`config.mk`:
```
export PLATFORM = sky130hd
export DESIGN_NAME = quoted_argument_tokenizer
export DESIGN_NICKNAME = d
export VERILOG_FILES = /design/src/design/qat_pkg.sv /design/src/design/qat_in_stage.sv /design/src/design/qat_lex.sv /design/src/design/qat_out_stage.sv /design/src/design/quoted_argument_tokenizer.sv
export SDC_FILE = /design/constraint.sdc
export NUM_CORES = 1
export LEC_CHECK = 0
export ABC_AREA = 1
export BUFFER_PORTS_ARGS = -buffer_cell sky130_fd_sc_hd__buf_2
export CAP_MARGIN = 25
export CORE_MARGIN = 1.5
export CORE_UTILIZATION = 56
export CTS_CLUSTER_SIZE = 40
export DETAILED_ROUTE_END_ITERATION = 8
export PLACE_DENSITY = 0.79
export SLEW_MARGIN = 10
export SYNTH_ARGS = -nofsm -noshare
export SYNTH_HDL_FRONTEND = slang
export SYNTH_SLANG_ARGS = --single-unit
```
`constraint.sdc`:
```
create_clock -name i_clk -period 2.85 [get_ports i_clk]
set_clock_uncertainty 0.15 [all_clocks]
set_input_delay 0.855 -clock i_clk [delete_from_list [all_inputs] [get_ports i_clk]]
set_output_delay 0.855 -clock i_clk [all_outputs]
set_load 0.02 [all_outputs]
```
`src/design/qat_pkg.sv`:
```
// Package of the quoted argument tokenizer: types, character codes and widths.
// No dependencies; every other design file imports it.
package qat_pkg;

    localparam int COUNT_W = 7;
    localparam int BYTE_W  = 8;

    localparam logic [BYTE_W-1:0] CHAR_NUL    = 8'h00;
    localparam logic [BYTE_W-1:0] CHAR_TAB    = 8'h09;
    localparam logic [BYTE_W-1:0] CHAR_CR     = 8'h0D;
    localparam logic [BYTE_W-1:0] CHAR_SPACE  = 8'h20;
    localparam logic [BYTE_W-1:0] CHAR_QUOTE  = 8'h22;
    localparam logic [BYTE_W-1:0] CHAR_BSLASH = 8'h5C;
    localparam logic [BYTE_W-1:0] CHAR_S      = 8'h73;
    localparam logic [BYTE_W-1:0] CHAR_T      = 8'h74;

    typedef enum logic [1:0] {
        LEX_IDLE   = 2'd0,
        LEX_PLAIN  = 2'd1,
        LEX_QUOTED = 2'd2,
        LEX_ESCAPE = 2'd3
    } t_lex_state;

    typedef struct packed {
        logic [BYTE_W-1:0]  out_byte;
        logic               arg_end;
        logic               line_end;
        logic [COUNT_W-1:0] arg_count;
        logic               overflow;
    } t_result;

    function automatic logic is_blank(input logic [BYTE_W-1:0] c);
        return (c == CHAR_SPACE) || ((c >= CHAR_TAB) && (c <= CHAR_CR));
    endfunction

endpackage

```
`src/design/qat_in_stage.sv`:
```
// Input register of the tokenizer: holds one accepted byte until it is processed.
// Depends on qat_pkg.
module qat_in_stage
    import qat_pkg::*;
(
    input  logic              i_clk,
    input  logic              i_rst_n,
    input  logic              i_valid,
    output logic              o_ready,
    input  logic [BYTE_W-1:0] i_in_byte,
    input  logic              i_advance,
    output logic              o_full,
    output logic [BYTE_W-1:0] o_byte
);

    logic              r_full;
    logic [BYTE_W-1:0] r_byte;

    assign o_ready = !r_full || i_advance;
    assign o_full  = r_full;
    assign o_byte  = r_byte;

    always_ff @(posedge i_clk) begin
        if (!i_rst_n) begin
            r_full <= 1'b0;
        end else if (o_ready) begin
            r_full <= i_valid;
        end
    end

    always_ff @(posedge i_clk) begin
        if (o_ready && i_valid) begin
            r_byte <= i_in_byte;
        end
    end

endmodule

```
`src/design/qat_lex.sv`:
```
// Lexer state and per-byte step logic of the tokenizer.
// Depends on qat_pkg.
module qat_lex
    import qat_pkg::*;
#(
    parameter logic [COUNT_W-1:0] CAP = 7'd64
)
(
    input  logic              i_clk,
    input  logic              i_rst_n,
    input  logic              i_step,
    input  logic [BYTE_W-1:0] i_byte,
    output logic              o_emit,
    output t_result           o_result
);

    t_lex_state         r_state;
    t_lex_state         n_state;
    logic [COUNT_W-1:0] r_closed;
    logic [COUNT_W-1:0] n_closed;
    logic               r_drop;
    logic               n_drop;

    logic               eol;
    logic               blank;
    logic               dropped;
    logic               closing;
    logic [COUNT_W-1:0] cl_closed;
    logic               cl_drop;
    logic [BYTE_W-1:0]  xlat_byte;

    assign eol     = (i_byte == CHAR_NUL);
    assign blank   = is_blank(i_byte);
    assign dropped = (r_closed >= CAP);

    always_comb begin
        unique case (r_state)
            LEX_IDLE:   closing = eol;
            LEX_PLAIN:  closing = eol || blank;
            LEX_QUOTED: closing = eol || (i_byte == CHAR_QUOTE);
            LEX_ESCAPE: closing = eol;
            default:    closing = 1'b0;
        endcase
        if (r_state == LEX_IDLE) begin
            closing = 1'b0;
        end
    end

    assign cl_closed = (closing && !dropped) ? r_closed + 7'd1 : r_closed;
    assign cl_drop   = r_drop || (closing && dropped);

    always_comb begin
        n_state  = r_state;
        n_closed = cl_closed;
        n_drop   = cl_drop;
        if (eol) begin
            n_state  = LEX_IDLE;
            n_closed = '0;
            n_drop   = 1'b0;
        end else begin
            unique case (r_state)
                LEX_IDLE: begin
                    if (i_byte == CHAR_QUOTE) begin
                        n_state = LEX_QUOTED;
                    end else if (!blank) begin
                        n_state = LEX_PLAIN;
                    end
                end
                LEX_PLAIN: begin
                    if (blank) begin
                        n_state = LEX_IDLE;
                    end
                end
                LEX_QUOTED: begin
                    if (i_byte == CHAR_BSLASH) begin
                        n_state = LEX_ESCAPE;
                    end else if (i_byte == CHAR_QUOTE) begin
                        n_state = LEX_IDLE;
                    end
                end
                LEX_ESCAPE: n_state = LEX_QUOTED;
                default:    n_state = LEX_IDLE;
            endcase
        end
    end

    always_comb begin
        priority if (i_byte == CHAR_S) begin
            xlat_byte = CHAR_SPACE;
        end else if (i_byte == CHAR_T) begin
            xlat_byte = CHAR_TAB;
        end else begin
            xlat_byte = i_byte;
        end
    end

    always_comb begin
        o_result.out_byte  = CHAR_NUL;
        o_result.arg_end   = 1'b0;
        o_result.line_end  = 1'b0;
        o_result.arg_count = cl_closed;
        o_result.overflow  = cl_drop;
        o_emit             = 1'b0;
        if (eol) begin
            o_emit            = 1'b1;
            o_result.line_end = 1'b1;
            o_result.arg_end  = closing && !dropped;
        end else begin
            unique case (r_state)
                LEX_IDLE: begin
                    if (!blank && (i_byte != CHAR_QUOTE) && !dropped) begin
                        o_emit            = 1'b1;
                        o_result.out_byte = i_byte;
                    end
                end
                LEX_PLAIN: begin
                    if (!dropped) begin
                        o_emit = 1'b1;
                        if (blank) begin
                            o_result.arg_end = 1'b1;
                        end else begin
                            o_result.out_byte = i_byte;
                        end
                    end
                end
                LEX_QUOTED: begin
                    if (!dropped && (i_byte != CHAR_BSLASH)) begin
                        o_emit = 1'b1;
                        if (i_byte == CHAR_QUOTE) begin
                            o_result.arg_end = 1'b1;
                        end else begin
                            o_result.out_byte = i_byte;
                        end
                    end
                end
                LEX_ESCAPE: begin
                    if (!dropped) begin
                        o_emit            = 1'b1;
                        o_result.out_byte = xlat_byte;
                    end
                end
                default: o_emit = 1'b0;
            endcase
        end
    end

    always_ff @(posedge i_clk) begin
        if (!i_rst_n) begin
            r_state  <= LEX_IDLE;
            r_closed <= '0;
            r_drop   <= 1'b0;
        end else if (i_step) begin
            r_state  <= n_state;
            r_closed <= n_closed;
            r_drop   <= n_drop;
        end
    end

endmodule

```
`src/design/qat_out_stage.sv`:
```
// Result register of the tokenizer: holds one result item until it is taken.
// Depends on qat_pkg.
module qat_out_stage
    import qat_pkg::*;
(
    input  logic    i_clk,
    input  logic    i_rst_n,
    input  logic    i_load,
    input  t_result i_result,
    output logic    o_can_load,
    output logic    o_valid,
    input  logic    i_ready,
    output t_result o_result
);

    logic    r_valid;
    t_result r_result;

    assign o_can_load = !r_valid || i_ready;
    assign o_valid    = r_valid;
    assign o_result   = r_result;

    always_ff @(posedge i_clk) begin
        if (!i_rst_n) begin
            r_valid <= 1'b0;
        end else if (o_can_load) begin
            r_valid <= i_load;
        end
    end

    always_ff @(posedge i_clk) begin
        if (o_can_load && i_load) begin
            r_result <= i_result;
        end
    end

endmodule

```
`src/design/quoted_argument_tokenizer.sv`:
```
// Quoted argument tokenizer: one line byte per item, argument bytes and marks out.
// One item per cycle while the result side is not stalled.
// Bytes pass the input register, then the result register; stalls pass back in-cycle.
// Synchronous active-low reset empties both registers and clears the lexer state.
// Depends on qat_pkg, qat_in_stage, qat_lex and qat_out_stage.
module quoted_argument_tokenizer
    import qat_pkg::*;
#(
    parameter int MAX_ARGS = 64
)
(
    input  logic               i_clk,
    input  logic               i_rst_n,
    input  logic               i_valid,
    output logic               o_ready,
    input  logic [BYTE_W-1:0]  i_in_byte,
    output logic               o_valid,
    input  logic               i_ready,
    output logic [BYTE_W-1:0]  o_out_byte,
    output logic               o_arg_end,
    output logic               o_line_end,
    output logic [COUNT_W-1:0] o_arg_count,
    output logic               o_overflow
);

    localparam int                 CAP_INT = (MAX_ARGS > 127) ? 127 : MAX_ARGS;
    localparam logic [COUNT_W-1:0] CAP     = COUNT_W'(CAP_INT);

    logic              advance;
    logic              in_full;
    logic [BYTE_W-1:0] in_byte;
    logic              step;
    logic              emit;
    t_result           lex_result;
    t_result           out_result;

    assign step = in_full && advance;

    qat_in_stage u_in (
        .i_clk     (i_clk),
        .i_rst_n   (i_rst_n),
        .i_valid   (i_valid),
        .o_ready   (o_ready),
        .i_in_byte (i_in_byte),
        .i_advance (advance),
        .o_full    (in_full),
        .o_byte    (in_byte)
    );

    qat_lex #(
        .CAP (CAP)
    ) u_lex (
        .i_clk    (i_clk),
        .i_rst_n  (i_rst_n),
        .i_step   (step),
        .i_byte   (in_byte),
        .o_emit   (emit),
        .o_result (lex_result)
    );

    qat_out_stage u_out (
        .i_clk      (i_clk),
        .i_rst_n    (i_rst_n),
        .i_load     (step && emit),
        .i_result   (lex_result),
        .o_can_load (advance),
        .o_valid    (o_valid),
        .i_ready    (i_ready),
        .o_result   (out_result)
    );

    assign o_out_byte  = out_result.out_byte;
    assign o_arg_end   = out_result.arg_end;
    assign o_line_end  = out_result.line_end;
    assign o_arg_count = out_result.arg_count;
    assign o_overflow  = out_result.overflow;

endmodule

```
# Word level (Yosys, flattened, before mapping)
# Cells that the tools add are included.
# totals
regBits	38
inputBits	12
out_inout_bits	20
wordCells	83
# classes
n_addsub	1
n_lt_le_gt_ge	3
eq_ne	13
n_mux	31
n_reduce_logical	24
# ops
cell	n
$mux 8	6
$pmux 8 s4	1
$eq 8x7->1 const B	3
$mux 9	2
$eq 8x6->1 const B	2
$mux 7	2
$mux 2	6
$logic_and 1x1->1	10
$mux 1	10
$ge 8x4->1 const B	1
$le 8x4->1 const B	1
$logic_not 8->1	1
$ne 8x6->1 const B	1
$ne 8x7->1 const B	1
$pmux 2 s4	1
$add 7x1->7 const B	1
$ge 7x7->1 const B	1
$logic_or 1x1->1	6
$pmux 1 s3	2
$eq 2x2->1 const B	2
$logic_not 1->1	4
$ne 4x1->1 const B	1
$ne 4x3->1 const B	1
$reduce_and 4->1	1
5 further kinds	5

# Logic depth before layout (Yosys ltp)
# logic_depth
ltp_word	11
depth_mapped	12
mapped_depth_nobuf	12

# Modules after synthesis
# From an unflattened synthesis, not the netlist that was laid out.
# hier_totals
cells_unflattened	249
area_unflattened_um2	2090.8
# by_module_without_submodules
mod	instances	cells_each	area_per_inst_um2	seq_area_each_um2
qat_lex	1	205	1189.9	200.2
qat_out_stage	1	25	591.8	560.5
qat_in_stage	1	15	291.5	260.2
quoted_argument_tokenizer	1	4	17.5	0.0

# Worst setup path after synthesis
# OpenSTA, ideal clock, no wires.
# synth_path
kind	in2reg
start	in i_ready
end	reg u_out.r_result, in the netlist u_out.o_result[0], enable pin
arrival_time_ns	1.638
required_time_ns	2.327
path_slack_ns	0.689
path_stages	6
cell_sequence	inv_1 nand2_1 nand2_1 inv_1 nand2_1 inv_1
# synth_between
elab_chain_cells	4
# synth_lines
element	line_no	text
from (decl)	quoted_argument_tokenizer.sv:18	input logic i_ready,
$logic_or 1x1->1 *	qat_out_stage.sv:19	assign o_can_load = !r_valid || i_ready;
$logic_and 1x1->1	quoted_argument_tokenizer.sv:37	assign step = in_full && advance;
$logic_and 1x1->1	quoted_argument_tokenizer.sv:64	.i_load (step && emit),
$logic_and 1x1->1 *	qat_out_stage.sv:32	if (o_can_load && i_load) begin
to (signal assigned)	qat_out_stage.sv:33	r_result <= i_result;
to (decl)	qat_out_stage.sv:17	t_result r_result;
# Mark *: on every way between the ends. The rest lies on a longest branch, timed or not.
# A chain may end at the register's enable or synchronous reset.

# Worst setup path after layout
# layout_path
start	in i_ready
end	out o_ready
# layout_between
elab_chain_cells	2
# layout_lines
element	line_no	text
$logic_or 1x1->1	qat_out_stage.sv:19	
$logic_or 1x1->1	qat_in_stage.sv:19	assign o_ready = !r_full || i_advance;
to (decl)	quoted_argument_tokenizer.sv:15	output logic o_ready,
# Every way passes these cells.

==> reports/metrics.cfg <==
[floorplan]
rows = 21
core_um2 = 3360
start_util = 0.587
dieArea_um2 = 3890
die_x_um = 62.4
die_h_um = 62.4
ioPinCount = 32

[placed_design]
io_buffers = 31
place_area_um2 = 2190
place_hpwl_um = 2630
gp_congestion = 0.867

[synth]
ys_seq_area_frac = 0.517
synth_nets = 251
yosysWarnings = 0
synth_xor_area_frac = 0.0178
synth_top_family_by_area = simple AND/OR/NAND/NOR gates
synth_area_per_cell_um2 = 8.47
synth.mux.area_fraction = 0
synth_compound_gate_area_share = 0.0977
synthSimpleGateAreaFrac = 0.266
synth_area_um2 = 1970
synthCells = 233
synthAdderAreaFrac = 0.0380
ys_seq_elements = 38
synth_cell_types = 28

[timing]
hold_viol_final = 0
min_period_ns = 2.29
setup_tns_ns = 0
fin_crit_sh = 0.802
grt_setup_unrepaired = false
tightest_slew_ns = 0.478
setup_viol = 0
relSlewSlack = 0.681
slew_viol_final = 0
max_freq_ghz = 0.438

[clock_network]
root_buffer = clkbuf_4
postCtsResizedCells = 0
cts_setup_buffers = 0
cts_tree = done
h-tree-depth = 2
clkSlewWorstSetupHoldPaths_ns = 0.11
cts_sinks = 38
cts_buffers = 5
clk_latency_ns = 0.35
clockBufferDepth = 2
ctsHoldBuffers = 0

[route]
vias_per_cell = 4.98
drtIter0Drc = 55
dr.pass1.iters = 7
vias = 1583
wl_per_cell_um = 10.7
drc = 0
ant_nets = 0
totalWireLength_um = 3410

[global_route]
grt_overflow = 0
grt_max_degree = 19
antenna_found_initial = 0
first_global_vias = 1355
track_usage = 0.195
grt_first_pass_wirelength_um = 5880

[critical_path]
r2r-end = u_out.o_result[5]
endpoint_kind = output pin
r2r_cells = 12
r2r_slack_ns = 0.75
critical_path_class = primary input to output pin
startpoint_type = primary input
arrival_ns = 1.28
rr_startpoint = u_in.o_byte[0]
cp_max_fo = 3
cp_data_required_time_ns = 1.85

[layout]
num-fill-cells = 305
syn2layout_area_growth_pct = 14.1
n_antenna_cell = 0
drive_above_1_share = 0.206
layout.nets = 289
stdcell_area_um2 = 2250

[outcome]
status = finished clean

[pwr]
power_density_nw_per_um2 = 489
static-leakage-power_nw = 1.05
irDropWorstVdd_mv = 0.366

[min_path]
min_path_type = flip-flop to flip-flop
min_path_cells = 2
min_from = u_lex.r_closed[5]
min_to = u_lex.r_closed[5]

[job]
max-cap-violations = 0

==> state kept, by name (all words and copies together) (netlist names) <==
signal / count
u_lex.r_drop: 1
u_lex.r_closed: 7
u_in.o_byte: 8
u_out.o_valid: 1
u_in.o_full: 1
u_lex.r_state: 2
u_out.o_result: 18
==> worst max-delay path, stage by stage <==
cell and delay, ns:
buf_2 0.09, inv_1 0.06, nand3_1 0.10, buf_2 0.18
==> layer usage <==
layer | GRT usage | routed length [µm]
met1 | 0.270 | 1720
met2 | 0.283 | 1410
met3 | 0.0580 | 253
met4 | 0.0889 | 29
met5 | 0 | 0
==> cell type report <==
class | count | area [µm²] | share of cell area
multi-input cells | 162 | 827 | 0.367
repair buffers | 32 | 163 | 0.0722
well taps | 46 | 57.6 | 0.0256
clock buffers | 7 | 58.8 | 0.0261
flip-flops and latches | 38 | 1020 | 0.453
inverters | 32 | 120 | 0.0533
clock inverters | 1 | 5.00 | 0.00222
==> kinds of logic after synthesis <==
kind of cell,Yosys count
xor+xnor,4
compound gates,36
fa+ha+maj,6
buf+inv,33
flops,38
simple gates,116
==> Yosys cell counts <==
| master | instances | area share |
|---|---|---|
| nand2_1 | 59 | 0.11 |
| inv_1 | 28 | 0.053 |
| edfxtp_1 | 26 | 0.40 |
| a21oi_1 | 19 | 0.048 |
| nor2_1 | 18 | 0.034 |
| nand3_1 | 17 | 0.043 |
| dfxtp_1 | 12 | 0.12 |
| o21ai_0 | 12 | 0.030 |
| nand2_2 | 7 | 0.022 |
| ha_1 | 6 | 0.038 |
| nand4_1 | 4 | 0.013 |
| inv_2 | 3 | 0.0057 |
| nor3_1 | 3 | 0.0076 |
| and2_1 | 2 | 0.0063 |
| nand2_4 | 2 | 0.011 |
| xnor2_1 | 2 | 0.0089 |
| xor2_1 | 2 | 0.0089 |
| a21oi_2 | 1 | 0.0044 |
| a22oi_1 | 1 | 0.0038 |
| and3_1 | 1 | 0.0032 |
| buf_2 | 1 | 0.0025 |
| clkinv_1 | 1 | 0.0019 |
| nand3b_1 | 1 | 0.0038 |
| nor2_2 | 1 | 0.0032 |
| nor2_4 | 1 | 0.0057 |
| o21ai_1 | 1 | 0.0025 |
| o21ai_2 | 1 | 0.0044 |
| o21bai_1 | 1 | 0.0038 |
==> worst max path at each step <==
stage,from,endpoint,slack (ns),depth (start not counted)
floorplan,i_ready,u_out.o_result[0],0.69,6
global placement,i_ready,o_ready,0.58,4
detailed placement,i_ready,o_ready,0.56,4
CTS,i_ready,o_ready,0.56,4
global route,u_in.o_byte[0],u_out.o_result[5],0.50,12
finish,i_ready,o_ready,0.56,4
==> cell usage in the layout, fill, tap and decap left out, types with 2 or more instances in the layout <==
master	Yosys	final
nand4_1	4	4
xnor2_1	2	2
edfxtp_1	26	26
a21oi_1	19	19
nand2_1	59	59
ha_1	6	6
inv_1	28	28
inv_2	3	3
and2_1	2	2
nand2_2	7	7
nand2_4	2	2
buf_2	1	31
nor2_1	18	18
xor2_1	2	2
nor3_1	3	3
o21ai_0	12	12
nand3_1	17	17
dfxtp_1	12	12
clkbuf_4	0	6
==> metrics by stage <==
| stage | cells | hold slack (ns) | setup WS [ns] | total power [mW] | utilization |
|---|---|---|---|---|---|
| 3_5_place_dp | 310 | 0.353 | 0.562 | 0.820 | 0.651 |
| 5_1_grt | 318 | 0.386 | 0.505 | 1.16 | 0.670 |
| 4_1_cts | 318 | 0.370 | 0.556 | 1.11 | 0.670 |
| 6_report | 318 | 0.373 | 0.565 | 1.10 | 0.670 |
| 3_3_place_gp | 310 | 0.351 | 0.582 | 0.819 | 0.651 |
| 2_1_floorplan | 233 | 0.325 | 0.689 | 0.772 | - |
==> where the power goes <==
group | internal [mW] | switching (mW)
clock network | 0.129 | 0.163
logic | 0.0555 | 0.118
registers | 0.623 | 0.0132
No activity file was read; power rests on OpenSTA's default activity.
